### config.mk
export PLATFORM = sky130hd
export DESIGN_NAME = signed_binary_search_divider
export DESIGN_NICKNAME = d
export VERILOG_FILES = /design/src/rtl/sbsd_pkg.sv /design/src/rtl/sbsd_pipe.sv /design/src/rtl/signed_binary_search_divider.sv
export SDC_FILE = /design/constraint.sdc
export NUM_CORES = 2
export LEC_CHECK = 0
export ABC_AREA = 1
export BUFFER_PORTS_ARGS = -buffer_cell sky130_fd_sc_hd__buf_4
export CORE_ASPECT_RATIO = 1.25
export CORE_UTILIZATION = 47
export DETAILED_ROUTE_END_ITERATION = 8
export GPL_TIMING_DRIVEN = 0
export SYNTH_ARGS = -nofsm -noshare
export SYNTH_HDL_FRONTEND = slang
export SYNTH_SLANG_ARGS = --single-unit
### constraint.sdc
create_clock -name clk -period 141.1 [get_ports clk]
set_input_delay 21.165 -clock clk [delete_from_list [all_inputs] [get_ports clk]]
set_output_delay 21.165 -clock clk [all_outputs]
set_load 0.03 [all_outputs]
### src/rtl/sbsd_pkg.sv
// ----------------------------------------------------------------------------
// Signed binary-search divider package
// Shared types and constants for the divider and its pipeline.
// ----------------------------------------------------------------------------
package sbsd_pkg;

  localparam int DataWidth = 32;

  // One division request.
  typedef struct packed {
    logic signed [DataWidth-1:0] dividend;
    logic signed [DataWidth-1:0] divisor;
  } sbsd_req_t;

  // One division result.
  typedef struct packed {
    logic signed [DataWidth-1:0] quotient;
    logic                        divide_by_zero;
  } sbsd_rsp_t;

endpackage

### src/rtl/sbsd_pipe.sv
// ----------------------------------------------------------------------------
// Divider pipeline
// One stage per quotient bit, searching the quotient from the top bit down.
// ----------------------------------------------------------------------------
module sbsd_pipe #(
  parameter int DATA_WIDTH = sbsd_pkg::DataWidth
) (
  input  logic                  clk,
  input  logic                  rst,
  input  logic                  advance,
  input  logic                  in_valid,
  input  logic [DATA_WIDTH-1:0] dividend,
  input  logic [DATA_WIDTH-1:0] divisor,
  output logic                  out_valid,
  output logic [DATA_WIDTH-1:0] quotient,
  output logic                  divide_by_zero
);
  localparam int W      = DATA_WIDTH;
  localparam int Stages = W + 2;

  // Stage registers: index 0 is the sign stage, 1..W the search steps,
  // W+1 the sign and saturation fix-up.
  logic [Stages-1:0] valid;
  logic [W:0]        rem  [Stages];
  logic [W:0]        dmag [Stages];
  logic [W-1:0]      qbit [Stages];
  logic              neg  [Stages];
  logic              dz   [Stages];
  logic [W-1:0]      qout;
  logic              dzout;

  logic [W:0] mag_a;
  logic [W:0] mag_b;
  logic       a_pos;
  logic       b_pos;

  // Entry: magnitudes at one extra bit so the most negative value fits.
  always_comb begin
    mag_a = dividend[W-1] ? ({1'b0, ~dividend} + {{W{1'b0}}, 1'b1})
                          : {1'b0, dividend};
    mag_b = divisor[W-1]  ? ({1'b0, ~divisor} + {{W{1'b0}}, 1'b1})
                          : {1'b0, divisor};
    a_pos = (dividend != '0) && !dividend[W-1];
    b_pos = (divisor != '0) && !divisor[W-1];
  end

  always_ff @(posedge clk) begin
    if (rst) begin
      valid     <= '0;
      out_valid <= 1'b0;
    end else if (advance) begin
      valid     <= {valid[Stages-2:0], in_valid};
      out_valid <= valid[Stages-1];
    end
  end

  // Stage 0 captures operands; each later stage tries one quotient bit.
  always_ff @(posedge clk) begin
    if (advance) begin
      rem[0]  <= mag_a;
      dmag[0] <= mag_b;
      qbit[0] <= '0;
      neg[0]  <= !((a_pos && b_pos) || (dividend[W-1] && divisor[W-1]));
      dz[0]   <= (divisor == '0);
      for (int s = 1; s < Stages; s++) begin
        dmag[s] <= dmag[s-1];
        neg[s]  <= neg[s-1];
        dz[s]   <= dz[s-1];
      end
      for (int s = 1; s <= W; s++) begin
        // Bit W-s: keep it when (q | bit) * |divisor| still fits.
        if (!dz[s-1] && ((rem[s-1] >> (W - s)) >= dmag[s-1])) begin
          rem[s]  <= rem[s-1] - (dmag[s-1] << (W - s));
          qbit[s] <= qbit[s-1] | ({{(W-1){1'b0}}, 1'b1} << (W - s));
        end else begin
          rem[s]  <= rem[s-1];
          qbit[s] <= qbit[s-1];
        end
      end
      rem[Stages-1]  <= rem[Stages-2];
      qbit[Stages-1] <= qbit[Stages-2];
    end
  end

  // Final stage: sign, saturation, and the zero-divisor value.
  always_ff @(posedge clk) begin
    if (advance) begin
      dzout <= dz[Stages-1];
      if (dz[Stages-1]) begin
        qout <= W'(~rem[Stages-1] + 1'b1);
      end else if (neg[Stages-1]) begin
        qout <= ~qbit[Stages-1] + 1'b1;
      end else if (qbit[Stages-1][W-1]) begin
        qout <= {1'b0, {(W-1){1'b1}}};
      end else begin
        qout <= qbit[Stages-1];
      end
    end
  end

  assign quotient       = qout;
  assign divide_by_zero = dzout;

  // A result leaves only after the last stage held a valid item.
  a_out_follows: assert property (@(posedge clk) disable iff (rst)
    $rose(out_valid) |-> $past(valid[Stages-1]))
    else $error("result without item in last stage");
  a_stall_holds: assert property (@(posedge clk) disable iff (rst)
    !$past(advance) && !$past(rst) |-> $stable(valid))
    else $error("pipeline moved during a stall");
  // Minus a magnitude is never strictly positive.
  a_no_res_dz: assert property (@(posedge clk) disable iff (rst)
    out_valid && dzout |-> (qout == '0 || qout[W-1]))
    else $error("divide-by-zero result malformed");
endmodule

### src/rtl/signed_binary_search_divider.sv
// ----------------------------------------------------------------------------
// Signed binary-search divider
// Truncating signed division, pipelined one quotient bit per stage.
// ----------------------------------------------------------------------------
// Channel | Direction | Handshake       | Payload
// req     | in        | req_valid/ready | dividend, divisor
// rsp     | out       | rsp_valid/ready | quotient, divide_by_zero
//
// The path runs through one sign stage, one stage per quotient bit, one
// fix-up stage and the output register.
// A new request may enter every cycle unless the pipeline holds. The whole pipeline holds while a
// result waits and rsp_ready is low; nothing is lost or repeated.
// Reset clears every valid bit; data registers are not reset.
// ----------------------------------------------------------------------------
module signed_binary_search_divider (
  input  logic                clk,
  input  logic                rst,
  input  logic                req_valid,
  output logic                req_ready,
  input  sbsd_pkg::sbsd_req_t req,
  output logic                rsp_valid,
  input  logic                rsp_ready,
  output sbsd_pkg::sbsd_rsp_t rsp
);
  import sbsd_pkg::*;

  logic                 advance;
  logic [DataWidth-1:0] quot;
  logic                 dz;

  // The pipeline moves unless a finished result is being held.
  assign advance   = !rsp_valid || rsp_ready;
  assign req_ready = advance;

  sbsd_pipe #(.DATA_WIDTH(DataWidth)) u_pipe (
    .clk            (clk),
    .rst            (rst),
    .advance        (advance),
    .in_valid       (req_valid),
    .dividend       (req.dividend),
    .divisor        (req.divisor),
    .out_valid      (rsp_valid),
    .quotient       (quot),
    .divide_by_zero (dz)
  );

  assign rsp.quotient       = quot;
  assign rsp.divide_by_zero = dz;

  // A held result stays unchanged while stalled.
  a_rsp_hold: assert property (@(posedge clk) disable iff (rst)
    rsp_valid && !rsp_ready |=> rsp_valid && $stable(rsp))
    else $error("result changed while stalled");
  a_ready: assert property (@(posedge clk) disable iff (rst)
    !rsp_valid |-> req_ready)
    else $error("request refused with empty output");
  a_stall: assert property (@(posedge clk) disable iff (rst)
    rsp_valid && !rsp_ready |-> !req_ready)
    else $error("request taken during stall");
endmodule

==> flow_summary.yaml <==
synthesis:
  seq_area_frac_synth_pct: 64.6
  yosysTopAreaCellShare_pct: 64.0
  syn_avg_cell_area_um2: 11.0
  netlist_area_um2: 133000
  ys_ff_latch: 2872
  synthCells: 12100
  async_flop_share_pct: 0
  yosys-top-cells-area: "edfxtp_1 (64%), nand2_1 (8.7%), ha_1 (5.3%), inv_1 (3.9%), nand3_1 (3.7%)"
  synth_edf_count: 2837
  synth_top_cell_by_area: "edfxtp_1"
  ys_types: 62
  ys_warn_count: 0
  synthFlopType: "edfxtp_1"
global_routing:
  antenna_found_initial: 21
  grt_max_degree: 81
  grt_pass1_vias: 86500
  grt_pass1_wl_um: 544000
  overflow: 0
  grt_util_all_layers_pct: 25.9
setup_path:
  setup.worst_path.end_class: "output port"
  cp.buffers_inverters: 12
  path_class: "in -> out"
  cpPeakStageDelay_ns: 0.81
  cp.required_ns: 119.94
  crit_chain: "buf_4 -> nor2_2 -> inv_1 -> clkbuf_2 -> clkbuf_4 -> buf_16 -> buf_16 -> buf_16 -> buf_16 -> buf_12 -> buf_16 -> buf_16 -> buf_4"
  r2r_slack_ns: 135.35
  cpMaxStageDelayCell: "clkbuf_4"
  cpLargestDelayFamily: "buffers and inverters"
  path_common_cell: "buf_16"
  crit_fanout: 71
  crit_path_start_kind: "input pin"
  arrival_ns: 25.99
power:
  vdd_drop_max_mv: 0.0126
  pwr_density_cell_nw_per_um2: 16.0
  p_leak_nw: 65.4
sta:
  finalCriticalPeriod_ns: 47.15
  slew_violations: 0
  period_share_pct: 33.4
  tightest_slew_ns: 1.31
  setup_violations: 0
  rsz0062_at_grt: "no"
  hold_viol_final: 0
  fmax_ghz: 0.0212
  fin_setup_tns_ns: 0
  slew_headroom_pct: 12.9
  clock_skew_ns: 0.0680
cts:
  root_buffer: "clkbuf_16"
  worst_skew_pair.late_latency_ns: 0.86
  clock_path_buffers: 4
  cts_buffers: 290
  cts_resized: 0
  numClockSinks: 2872
  h-tree-depth: 5
  post-cts-setup-buffer-count: 0
  hold_buffers: 0
  cts_tree: "yes"
  clk_pin_slew_ns: 0.06
placed_design:
  place.gp.congestion: 0.935
  place_hpwl_um: 297000
  portBuffers: 99
routing:
  first_iter_violations: 6624
  antenna_left: 0
  vias: 86500
  first_pass_iters: 8
  wl_per_cell_um: 22.5
  drc_errors: 6
  via_per_inst: 5.21
  routed_wl_um: 373000
outcome:
  violations: "design-rule violations"
  status: "complete, but fails checks"
floorplanning:
  dieArea_um2: 285000
  ioPinCount: 103
  die_w_um: 478
  core-area_um2: 282000
  start_util_pct: 47.2
  core.rowCount: 218
  die_h_um: 597
cells_and_area:
  layout-drive-gt1-share_pct: 6.23
  fin_nets: 13200
  final_core_util_pct: 53.0
  syn2layout_area_growth_pct: 12.3
min_path:
  hold_class: "reg -> reg"
job:
  drv_cap: 0
synth_stat cells (all sizes together), types with 10 or more instances:
| cell | instances |
|---|---|
| inv | 1376 |
| nand3b | 27 |
| o21ai | 320 |
| and2 | 10 |
| o211ai | 19 |
| a21boi | 14 |
| nor4 | 82 |
| or2 | 23 |
| fa | 31 |
| clkbuf | 57 |
| xnor2 | 138 |
| xor2 | 309 |
| nand4 | 113 |
| ha | 564 |
| buf | 131 |
| o21a | 14 |
| nor2 | 883 |
| nor3 | 145 |
| a31oi | 24 |
| nand3 | 997 |
| edfxtp | 2837 |
| nand2 | 3149 |
| a211oi | 15 |
| a21o | 58 |
| o21bai | 64 |
| a21oi | 592 |
| dfxtp | 35 |
worst reg2reg max path, cell delays in order (launching register included):
cell	delay, ns
dfxtp_1	0.37
inv_1	0.10
nor2_2	0.12
inv_1	0.28
clkbuf_2	0.73
clkbuf_4	0.88
buf_16	0.34
buf_16	0.33
buf_16	0.37
buf_16	0.40
buf_12	0.33
buf_16	0.31
buf_16	0.39
buf_16	0.39
layout make-up:
class / instances / area (µm²)
fillers: 24600 / 132000
flip-flops and latches: 2872 / 85900
multi-input cells: 7631 / 40900
clock buffers: 358 / 7660
inverters: 1380 / 5180
well taps: 3740 / 4680
repair buffers: 145 / 1960
clock inverters: 164 / 1740
plain buffers: 188 / 1090
diodes: 139 / 348
metal layers:
layer  GRT usage (%)  wire, µm  share of wire (%)  vias to the layer above
li1                -         -                  -                    42500
met1            27.4    135000                 36                    41500
met2            49.0    202000                 54                     1903
met3            2.68     11700                3.1                      685
met4            15.6     24600                6.6                        2
met5               0        13             0.0035                        -
stage by stage:
stage,hold WS [ns],area [µm²],power [mW],instances,setup WS [ns]
after floorplan,0.400,133000,1.45,12100,21.83
after global placement,0.400,138000,1.64,15900,-13.03
after detailed placement,0.405,140000,1.64,16000,93.92
after CTS,0.373,149000,2.41,16500,93.91
after global routing,0.379,149000,2.51,16600,93.70
final,0.385,149000,2.39,16600,93.95
power by group:
group	switching [mW]	total (mW)	internal, mW
registers	0.0733	1.12	1.04
logic	0.334	0.507	0.173
clock network	0.321	0.765	0.444
final timing paths:
kind                         start            endpoint  depth (start not counted)
hold / removal    u_pipe.rem[7][9]   u_pipe.rem[7][42]                          0
setup reg to reg  u_pipe.out_valid  u_pipe.dmag[3][18]                         13
hold reg to reg   u_pipe.rem[7][9]   u_pipe.rem[7][42]                          0
setup / recovery         rsp_ready           req_ready                         13
kinds of logic (layout without fill, tap and decap cells):
family                   count (synthesis)  after routing  share of synthesized area [%]
AND/OR/NAND/NOR                       5446           5446                           17.3
flip-flops                            2872           2872                           64.6
buffers and inverters                 1568           2235                           4.70
AO/OA/AOI/OAI                         1141           1141                           4.72
adder cells (fa/ha/maj)                595            595                           5.77
XOR/XNOR                               447            447                           2.94
other                                    1            141                        0.00282
registers in the layout, summed over array words and instances (netlist names):
register,flops
u_pipe.neg,34
u_pipe.valid,34
u_pipe.dz,34
u_pipe.quotient,32
u_pipe.divide_by_zero,1
u_pipe.qbit,560
u_pipe.out_valid,1
u_pipe.dmag,1056
u_pipe.rem,1120
cells in the final DEF (no fill, tap or decap), types with 20 or more instances in the layout:
cell type / netlist / layout
nand3b_1: 26 / 26
nand2_1: 3095 / 3095
o21bai_1: 64 / 64
nor3_1: 141 / 141
clkinv_1: 4 / 52
clkbuf_16: 0 / 297
or2_2: 20 / 20
a21oi_1: 589 / 589
edfxtp_1: 2837 / 2837
nand3_1: 979 / 979
clkinv_2: 0 / 45
ha_1: 564 / 564
fa_1: 31 / 31
diode_2: 0 / 139
bufinv_16: 0 / 30
buf_4: 19 / 118
buf_6: 31 / 31
nor4_1: 81 / 81
xor2_1: 309 / 309
o21ai_1: 21 / 21
buf_2: 53 / 55
nor2_1: 858 / 858
dfxtp_1: 35 / 35
buf_1: 28 / 26
nor2_2: 23 / 23
inv_1: 1376 / 1376
a21o_1: 58 / 58
clkbuf_1: 56 / 114
xnor2_1: 138 / 138
o21ai_0: 298 / 298
buf_16: 0 / 40
a31oi_1: 24 / 24
nand4_1: 113 / 113
nand2_2: 37 / 37
Power figures use the tool's default switching activity.
